File: src/hw/rtl/assert_macros.svh
// Assertion helpers, included by the table core.
// LCA_ASSERT_RST: checked only while reset is released.
// LCA_ASSERT_CLK: checked at every clock edge, reset included.
`ifndef ASSERT_MACROS_SVH
`define ASSERT_MACROS_SVH
`ifndef SYNTHESIS
`define LCA_ASSERT_RST(lbl, clk, rstn, prop, msg) \
    lbl: assert property (@(posedge clk) disable iff (!(rstn)) (prop)) else $error(msg);
`define LCA_ASSERT_CLK(lbl, clk, prop, msg) \
    lbl: assert property (@(posedge clk) (prop)) else $error(msg);
`else
`define LCA_ASSERT_RST(lbl, clk, rstn, prop, msg)
`define LCA_ASSERT_CLK(lbl, clk, prop, msg)
`endif
`endif

File: src/hw/rtl/lca_pkg.sv
`default_nettype none

package lca_pkg;

    localparam int unsigned MAX_NODES_DEF = 128;
    localparam int unsigned LBL_W         = 16;

    // item modes
    localparam logic [1:0] MODE_START = 2'd0;
    localparam logic [1:0] MODE_ADD   = 2'd1;
    localparam logic [1:0] MODE_QUERY = 2'd2;

    // result status codes
    localparam logic [1:0] ST_OK      = 2'd0;
    localparam logic [1:0] ST_FULL    = 2'd1;
    localparam logic [1:0] ST_UNKNOWN = 2'd2;
    localparam logic [1:0] ST_NONE    = 2'd3;

    typedef enum logic [5:0] {
        S_IDLE  = 6'b000001,
        S_SCAN  = 6'b000010,
        S_WALK  = 6'b000100,
        S_WSTEP = 6'b001000,
        S_LREAD = 6'b010000,
        S_DONE  = 6'b100000
    } t_state;

endpackage

`default_nettype wire

File: src/hw/rtl/lca_ram.sv
`default_nettype none

module lca_ram #(
    parameter int unsigned WIDTH = 16,
    parameter int unsigned DEPTH = 128,
    localparam int unsigned AW   = (DEPTH > 1) ? $clog2(DEPTH) : 1
) (
    input  wire logic             i_clk,
    input  wire logic             i_we,
    input  wire logic [AW-1:0]    i_waddr,
    input  wire logic [WIDTH-1:0] i_wdata,
    input  wire logic [AW-1:0]    i_raddr,
    output logic      [WIDTH-1:0] o_rdata
);

    logic [WIDTH-1:0] r_mem [DEPTH];
    logic [WIDTH-1:0] r_rdata;

    always_ff @(posedge i_clk) begin
        if (i_we) begin
            r_mem[i_waddr] <= i_wdata;
        end
        r_rdata <= r_mem[i_raddr];
    end

    assign o_rdata = r_rdata;

endmodule

`default_nettype wire

File: src/hw/rtl/lowest_common_ancestor_table_core.sv
// Channel | Direction | Handshake                   | Beat payload
// in      | into core | i_in_valid / o_in_stall     | i_mode, i_node_label, i_other_label
// out     | from core | o_out_valid / i_out_stall   | o_ancestor_label, o_found, o_status
//
// Start, full-table add and unused mode: from accept straight to done, then result load.
// Add: a scan of the loaded entries, one label per cycle, then done.
// Query: the scan, then a walk and a step state per parent step and a label read, then done.
// Reset is synchronous, active low; it empties the table (node count zero).
// A new beat is taken while the last result still stalls; hold in done only
// when a second result is ready behind the stalled one.
`default_nettype none
`include "assert_macros.svh"

module lowest_common_ancestor_table_core #(
    parameter int unsigned MAX_NODES = lca_pkg::MAX_NODES_DEF
) (
    input  wire logic                      i_clk,
    input  wire logic                      i_rst_n,
    input  wire logic                      i_in_valid,
    output logic                           o_in_stall,
    input  wire logic [1:0]                i_mode,
    input  wire logic [lca_pkg::LBL_W-1:0] i_node_label,
    input  wire logic [lca_pkg::LBL_W-1:0] i_other_label,
    output logic                           o_out_valid,
    input  wire logic                      i_out_stall,
    output logic      [lca_pkg::LBL_W-1:0] o_ancestor_label,
    output logic                           o_found,
    output logic      [1:0]                o_status
);

    localparam int unsigned IW = $clog2(MAX_NODES);
    localparam int unsigned CW = $clog2(MAX_NODES + 1);
    localparam int unsigned LW = lca_pkg::LBL_W;

    // control registers
    lca_pkg::t_state r_state, n_state;
    logic [CW-1:0]   r_count, n_count;
    logic            r_pend, n_pend;
    logic            r_out_valid, n_out_valid;

    // working registers
    logic [CW-1:0] r_ptr, n_ptr;
    logic [IW-1:0] r_pidx, n_pidx;
    logic [LW-1:0] r_a, n_a;
    logic [LW-1:0] r_b, n_b;
    logic          r_is_query, n_is_query;
    logic          r_fa, n_fa;
    logic          r_fb, n_fb;
    logic [IW-1:0] r_ia, n_ia;
    logic [IW-1:0] r_ib, n_ib;
    logic [IW-1:0] r_pa, n_pa;
    logic [IW-1:0] r_pb, n_pb;
    logic          r_mover_a, n_mover_a;
    logic [LW-1:0] r_res_label, n_res_label;
    logic          r_res_found, n_res_found;
    logic [1:0]    r_res_status, n_res_status;
    logic [LW-1:0] r_out_label, n_out_label;
    logic          r_out_found, n_out_found;
    logic [1:0]    r_out_status, n_out_status;

    // memory ports
    logic          lbl_we;
    logic [IW-1:0] lbl_waddr;
    logic [LW-1:0] lbl_wdata;
    logic [IW-1:0] lbl_raddr;
    logic [LW-1:0] lbl_rdata;
    logic          par_we;
    logic [IW-1:0] par_waddr;
    logic [IW-1:0] par_wdata;
    logic [IW-1:0] par_raddr;
    logic [IW-1:0] par_rdata;

    logic          in_acc;
    logic          scan_end;
    logic [IW-1:0] cur_idx;
    logic [IW-1:0] mover_idx;

    // Node labels, one entry per loaded node.
    lca_ram #(
        .WIDTH (LW),
        .DEPTH (MAX_NODES)
    ) u_label_ram (
        .i_clk   (i_clk),
        .i_we    (lbl_we),
        .i_waddr (lbl_waddr),
        .i_wdata (lbl_wdata),
        .i_raddr (lbl_raddr),
        .o_rdata (lbl_rdata)
    );

    // Parent index per node; an entry equal to its own index marks a root.
    lca_ram #(
        .WIDTH (IW),
        .DEPTH (MAX_NODES)
    ) u_parent_ram (
        .i_clk   (i_clk),
        .i_we    (par_we),
        .i_waddr (par_waddr),
        .i_wdata (par_wdata),
        .i_raddr (par_raddr),
        .o_rdata (par_rdata)
    );

    assign o_in_stall  = (r_state != lca_pkg::S_IDLE);
    assign in_acc      = i_in_valid && !o_in_stall;
    assign cur_idx     = r_count[IW-1:0];
    // scan is over once every loaded entry has been issued and compared
    assign scan_end    = (r_ptr == r_count) && !r_pend;
    // the deeper pointer (higher index) is the one that climbs
    assign mover_idx   = (r_pa > r_pb) ? r_pa : r_pb;
    assign lbl_raddr   = (r_state == lca_pkg::S_SCAN) ? r_ptr[IW-1:0] : r_pa;
    assign par_raddr   = mover_idx;

    assign o_out_valid      = r_out_valid;
    assign o_ancestor_label = r_out_label;
    assign o_found          = r_out_found;
    assign o_status         = r_out_status;

    always_comb begin
        n_state      = r_state;
        n_count      = r_count;
        n_pend       = 1'b0;
        n_out_valid  = r_out_valid;
        n_ptr        = r_ptr;
        n_pidx       = r_pidx;
        n_a          = r_a;
        n_b          = r_b;
        n_is_query   = r_is_query;
        n_fa         = r_fa;
        n_fb         = r_fb;
        n_ia         = r_ia;
        n_ib         = r_ib;
        n_pa         = r_pa;
        n_pb         = r_pb;
        n_mover_a    = r_mover_a;
        n_res_label  = r_res_label;
        n_res_found  = r_res_found;
        n_res_status = r_res_status;
        n_out_label  = r_out_label;
        n_out_found  = r_out_found;
        n_out_status = r_out_status;
        lbl_we       = 1'b0;
        lbl_waddr    = cur_idx;
        lbl_wdata    = i_node_label;
        par_we       = 1'b0;
        par_waddr    = cur_idx;
        par_wdata    = r_fb ? r_ib : cur_idx;

        // drop the result once the consumer takes it
        if (r_out_valid && !i_out_stall) begin
            n_out_valid = 1'b0;
        end

        case (r_state)
            lca_pkg::S_IDLE: begin
                if (in_acc) begin
                    n_a          = i_node_label;
                    n_b          = i_other_label;
                    n_is_query   = (i_mode == lca_pkg::MODE_QUERY);
                    n_ptr        = '0;
                    n_fa         = 1'b0;
                    n_fb         = 1'b0;
                    n_res_label  = '0;
                    n_res_found  = 1'b0;
                    n_res_status = lca_pkg::ST_OK;
                    case (i_mode)
                        lca_pkg::MODE_START: begin
                            // fresh table holding only the root
                            lbl_we    = 1'b1;
                            lbl_waddr = '0;
                            par_we    = 1'b1;
                            par_waddr = '0;
                            par_wdata = '0;
                            n_count   = CW'(1);
                            n_state   = lca_pkg::S_DONE;
                        end
                        lca_pkg::MODE_ADD: begin
                            if (r_count >= CW'(MAX_NODES)) begin
                                n_res_status = lca_pkg::ST_FULL;
                                n_state      = lca_pkg::S_DONE;
                            end else begin
                                // label goes in now; parent after the scan
                                lbl_we  = 1'b1;
                                n_state = lca_pkg::S_SCAN;
                            end
                        end
                        lca_pkg::MODE_QUERY: begin
                            n_state = lca_pkg::S_SCAN;
                        end
                        default: begin
                            n_state = lca_pkg::S_DONE;
                        end
                    endcase
                end
            end

            lca_pkg::S_SCAN: begin
                // issue one label read per cycle over the loaded entries
                if (r_ptr != r_count) begin
                    n_pend = 1'b1;
                    n_pidx = r_ptr[IW-1:0];
                    n_ptr  = r_ptr + CW'(1);
                end
                // compare last cycle's read; keep the lowest matching index
                if (r_pend) begin
                    if (r_is_query && !r_fa && (lbl_rdata == r_a)) begin
                        n_fa = 1'b1;
                        n_ia = r_pidx;
                    end
                    if (!r_fb && (lbl_rdata == r_b)) begin
                        n_fb = 1'b1;
                        n_ib = r_pidx;
                    end
                end
                if (scan_end) begin
                    if (!r_is_query) begin
                        par_we  = 1'b1;
                        n_count = r_count + CW'(1);
                        n_state = lca_pkg::S_DONE;
                    end else if (r_fa && r_fb) begin
                        n_pa    = r_ia;
                        n_pb    = r_ib;
                        n_state = lca_pkg::S_WALK;
                    end else begin
                        n_res_status = lca_pkg::ST_UNKNOWN;
                        n_state      = lca_pkg::S_DONE;
                    end
                end
            end

            lca_pkg::S_WALK: begin
                // pointers meet at the deepest common ancestor
                if (r_pa == r_pb) begin
                    n_state = lca_pkg::S_LREAD;
                end else begin
                    n_mover_a = (r_pa > r_pb);
                    n_state   = lca_pkg::S_WSTEP;
                end
            end

            lca_pkg::S_WSTEP: begin
                if (par_rdata >= mover_idx) begin
                    // deeper pointer hit a root: separate trees
                    n_res_status = lca_pkg::ST_NONE;
                    n_state      = lca_pkg::S_DONE;
                end else begin
                    if (r_mover_a) begin
                        n_pa = par_rdata;
                    end else begin
                        n_pb = par_rdata;
                    end
                    n_state = lca_pkg::S_WALK;
                end
            end

            lca_pkg::S_LREAD: begin
                n_res_label  = lbl_rdata;
                n_res_found  = 1'b1;
                n_res_status = lca_pkg::ST_OK;
                n_state      = lca_pkg::S_DONE;
            end

            lca_pkg::S_DONE: begin
                // hold until the result register is free
                if (!r_out_valid || !i_out_stall) begin
                    n_out_valid  = 1'b1;
                    n_out_label  = r_res_label;
                    n_out_found  = r_res_found;
                    n_out_status = r_res_status;
                    n_state      = lca_pkg::S_IDLE;
                end
            end

            default: begin
                n_state = lca_pkg::S_IDLE;
            end
        endcase
    end

    always_ff @(posedge i_clk) begin
        if (!i_rst_n) begin
            r_state     <= lca_pkg::S_IDLE;
            r_count     <= '0;
            r_pend      <= 1'b0;
            r_out_valid <= 1'b0;
        end else begin
            r_state     <= n_state;
            r_count     <= n_count;
            r_pend      <= n_pend;
            r_out_valid <= n_out_valid;
        end
    end

    always_ff @(posedge i_clk) begin
        r_ptr        <= n_ptr;
        r_pidx       <= n_pidx;
        r_a          <= n_a;
        r_b          <= n_b;
        r_is_query   <= n_is_query;
        r_fa         <= n_fa;
        r_fb         <= n_fb;
        r_ia         <= n_ia;
        r_ib         <= n_ib;
        r_pa         <= n_pa;
        r_pb         <= n_pb;
        r_mover_a    <= n_mover_a;
        r_res_label  <= n_res_label;
        r_res_found  <= n_res_found;
        r_res_status <= n_res_status;
        r_out_label  <= n_out_label;
        r_out_found  <= n_out_found;
        r_out_status <= n_out_status;
    end

    `LCA_ASSERT_RST(a_count_bound, i_clk, i_rst_n, r_count <= CW'(MAX_NODES),
        "node count over table size")
    `LCA_ASSERT_RST(a_walk_in_table, i_clk, i_rst_n,
        (r_state == lca_pkg::S_WALK) |-> ((CW'(r_pa) < r_count) && (CW'(r_pb) < r_count)),
        "walk pointer outside loaded entries")
    `LCA_ASSERT_RST(a_load_from_done, i_clk, i_rst_n,
        $rose(o_out_valid) |-> $past(r_state == lca_pkg::S_DONE),
        "result loaded outside done state")
    `LCA_ASSERT_RST(a_found_ok, i_clk, i_rst_n,
        (o_out_valid && o_found) |-> (o_status == lca_pkg::ST_OK),
        "found result with error status")
    `LCA_ASSERT_CLK(a_reset_idle, i_clk,
        !i_rst_n |=> ((r_state == lca_pkg::S_IDLE) && !o_out_valid),
        "core not idle after reset")

endmodule

`default_nettype wire
File: config.mk
export PLATFORM = sky130hd
export DESIGN_NAME = lowest_common_ancestor_table_core
export DESIGN_NICKNAME = d
export VERILOG_FILES = /design/src/hw/rtl/lca_pkg.sv /design/src/hw/rtl/lca_ram.sv /design/src/hw/rtl/lowest_common_ancestor_table_core.sv
export VERILOG_INCLUDE_DIRS = /design/src /design/src/hw/rtl
export SDC_FILE = /design/constraint.sdc
export NUM_CORES = 2
export LEC_CHECK = 0
export BUFFER_PORTS_ARGS = -buffer_cell sky130_fd_sc_hd__buf_2
export CAP_MARGIN = 10
export CORE_MARGIN = 4
export CORE_UTILIZATION = 30
export CTS_CLUSTER_SIZE = 8
export DETAILED_ROUTE_END_ITERATION = 8
export PLACE_DENSITY = 0.43
export SYNTH_ARGS = -nofsm -noshare
export SYNTH_HDL_FRONTEND = slang
export SYNTH_SLANG_ARGS = --single-unit
File: constraint.sdc
create_clock -name i_clk -period 11.9 [get_ports i_clk]
set_input_delay 1.19 -clock i_clk [delete_from_list [all_inputs] [get_ports i_clk]]
set_output_delay 1.19 -clock i_clk [all_outputs]
set_load 0.02 [all_outputs]
==> results by group <==
Status
  • Status: finished clean

CTS
  • CTS resizes: 0
  • Root buffer cell: clkbuf_16
  • Hold Buf Count CTS: 0
  • Postcts setup bufs: 0
  • Clock-pin slew on the worst setup and hold paths: 0.05 ns
  • Clk buf depth: 4
  • Worst-skew pair later-pin latency: 0.95 ns
  • TritonCTS clock tree: done
  • Num CTS Buffers: 427
  • CTS Sinks: 3100
  • CTS H-tree lvls: 5

Die
  • Effective utilization at floorplan: 0.301
  • Io pins: 59
  • Die W: 650 um
  • Die Height: 650 um
  • Row count: 235
  • Core area: 410000 um2
  • Die area: 422000 um2

Timing
  • Max Freq: 148 MHz
  • Period utilisation layout: 0.568
  • Worst Max-Slew Pin Slew: 1.31 ns
  • Setup tns final: 0 ns
  • Max_slew headroom: 0.122
  • Final hold viol count: 0
  • RSZ-0062 raised after global routing: false
  • Crit path time final: 6.76 ns
  • Slew Viols, Final: 0
  • Final setup viols: 0
  • Fin Clk Skew: 0.0614 ns

Setup path
  • Worst path cell trace: ha_1 -> nand4_1 -> a21oi_2 -> a2bb2oi_1 -> and2_4 -> inv_6 -> ha_1 -> nand2b_1 -> a21o_1 -> a21o_1 -> a21o_1 -> a21o_1 -> a21o_1 -> a21oi_1 -> o22ai_1 -> nor3b_1 -> a21boi_0
  • CP Max Fanout: 100
  • Reg2reg start: r_pa[5]$_DFFE_PP_
  • Most frequent CP cell: a21o_1
  • Crit path to: r_pb[1]$_DFFE_PP_
  • CP Data Required Time: 12.46 ns
  • Worst setup SP type: register
  • FF-to-FF End: r_pb[1]$_DFFE_PP_
  • CP peak stage delay: 0.94 ns
  • Register-to-Register Setup Slack: 5.14 ns
  • Worst path slowest cell: a21boi_0
  • Crit end category: register
  • Cells on worst reg2reg path: 17
  • Crit path arrival time: 7.32 ns
  • CP startpoint: r_pa[5]$_DFFE_PP_
  • CP Class: register to register

Detailed routing
  • DRC: 0
  • Routed WL: 398000 um
  • Via count: 77100
  • Initial DRC Count: 7267
  • Vias per cell: 5.17
  • DRT Pass-1 Iters: 5
  • Antenna-violating nets left: 0
  • Wire length per cell: 26.7 um

Placed design
  • Buffers on Ports: 58
  • RePlAce Congestion: 0.805
  • HPWL Detailed: 222000 um
  • Placement Cell Area: 131000 um2

Synth
  • Top cells by count, synth: 3061 x edfxtp_1, 2598 x nand2_1, 1090 x nand3_1
  • Number of synthesis warnings: 0
  • Post-synthesis mux area share: 0.0181
  • Yosys reg bits: 3100
  • Adder-Cell Fraction of Synth Area: 0.00203
  • Synth Area in Simple Gates: 0.146
  • Avg Synthesized Cell Area: 13.4 um2
  • Post-synth ARST share: 0
  • Post-synthesis xor/xnor area fraction: 0.00362
  • Main combinational cell family by area after synthesis: simple AND/OR/NAND/NOR gates
  • Synthesized cell area: 124000 um2
  • Mapped Nets: 9259
  • Most frequent cell after synthesis: edfxtp_1
  • EDFF count, synth: 3061
  • Mapped Cells: 9201
  • Leading post-synthesis cells by cell area: edfxtp_1 74%, nand2_1 7.9%, nand3_1 4.4%, a311oi_1 2.6%, mux2i_1 1.2%
  • Yosys cell types: 58
  • Main flop type after synthesis: edfxtp_1
  • Yosys top cell area share: 0.744
  • Area leader, netlist: edfxtp_1
  • Part of the Yosys area used for sequential elements: 0.750
  • Compound-gate portion of the synthesized area: 0.0561

Global route
  • Gr ovfl total: 0
  • Vias in the first global route: 75000
  • Initial antenna violation count: 17
  • Total Routing Usage GR: 0.182
  • First-pass GRT wire length: 567000 um
  • Pin count of the biggest net entering global routing: 161

Min path
  • Hold Path Stages: 0
  • Hold WC Path Type: register to register

Power
  • PD cells: 168 nW/um2
  • Lkg Pwr: 47.3 nW
  • Power Total: 23.9 mW
  • Worst IR Drop VDD: 0.141 mV

Final layout
  • Nets: 9375
  • Design area: 142000 um2
  • Layout cells sized above 1: 0.0940
  • Synth-to-Final Area Change: 15.1%

Run
  • Max Cap Viol: 0
==> critical path, delay by kind of cell (launching register included) <==
family | cells | cell delay, ns
AOI/OAI and AO/OA | 10 | 3.21
adders and majority gates | 2 | 0.78
buffers and inverters | 1 | 0.42
DFF | 1 | 0.49
and+or+nand+nor | 4 | 1.41
==> state kept, by name, summed over array words and instances, names as in the netlist, 7 cells and up <==
signal	flops
o_ancestor_label	16
r_a	16
r_b	16
r_count	8
r_ia	7
r_ib	7
r_pa	7
r_pb	7
r_pidx	7
r_ptr	8
r_res_label	16
u_label_ram.o_rdata	16
u_label_ram.r_mem	2048
u_parent_ram.o_rdata	7
u_parent_ram.r_mem	896
==> layout by cell type, fill, tap and decap left out, types with 147 or more instances in the layout <==
cell type,netlist,routed
a311oi_1,366,366
clkbuf_16,0,432
mux2i_1,153,147
nor2_1,307,274
nand2_1,2598,2586
a21oi_1,168,165
buf_4,32,234
nand3_1,1090,1088
and3_1,150,150
edfxtp_1,3061,3061
==> kinds of logic after synthesis <==
family	count (synthesis)
AO/OA/AOI/OAI	915
AND/OR/NAND/NOR	4271
XOR/XNOR	51
buffers and inverters	657
flip-flops	3100
adder cells (fa/ha/maj)	20
multiplexers	187
==> worst min path at each step <==
stage / startpoint / endpoint / slack [ns]
after floorplan: r_res_label[0]$_SDFFCE_PN0P_ / o_ancestor_label[0]$_DFFE_PP_ / 0.40
after global placement: r_res_label[7]$_SDFFCE_PN0P_ / o_ancestor_label[7]$_DFFE_PP_ / 0.40
after detailed placement: r_res_label[0]$_SDFFCE_PN0P_ / o_ancestor_label[0]$_DFFE_PP_ / 0.40
after CTS: i_other_label[11] / r_b[11]$_DFFE_PP_ / 0.32
after global routing: i_other_label[2] / r_b[2]$_DFFE_PP_ / 0.36
final: r_res_label[3]$_SDFFCE_PN0P_ / o_ancestor_label[3]$_DFFE_PP_ / 0.40
==> cell type report <==
class | instances | area [um2]
tap | 5451 | 6820
fill | 39700 | 268000
sequential | 3100 | 92700
inverter | 25 | 98.8
clock inverter | 25 | 419
clock buffer | 533 | 11200
multi-input combinational | 5444 | 28300
antenna | 14 | 35.0
timing repair buffer | 319 | 2670
==> power by group <==
part / internal, mW / switching [mW]
clock network: 6.52 / 4.47
registers: 12.1 / 0.0455
logic: 0.155 / 0.603
total: 18.8 / 5.12
==> metrics by stage <==
stage | setup slack, ns | cells | util | hold WS, ns
2_1_floorplan | 6.25 | 9201 | - | 0.400
3_3_place_gp | 5.46 | 14300 | 0.318 | 0.403
3_5_place_dp | 5.22 | 14300 | 0.319 | 0.405
4_1_cts | 5.18 | 14900 | 0.347 | 0.320
5_1_grt | 4.75 | 14900 | 0.347 | 0.361
6_report | 5.14 | 14900 | 0.347 | 0.399
==> per-layer routing <==
metal / share of wire / GRT usage
met5: 0 / 0
met4: 0.033 / 0.0583
met3: 0.054 / 0.0229
met2: 0.47 / 0.295
met1: 0.44 / 0.253
Note: power is estimated with default switching activity, not from simulation.
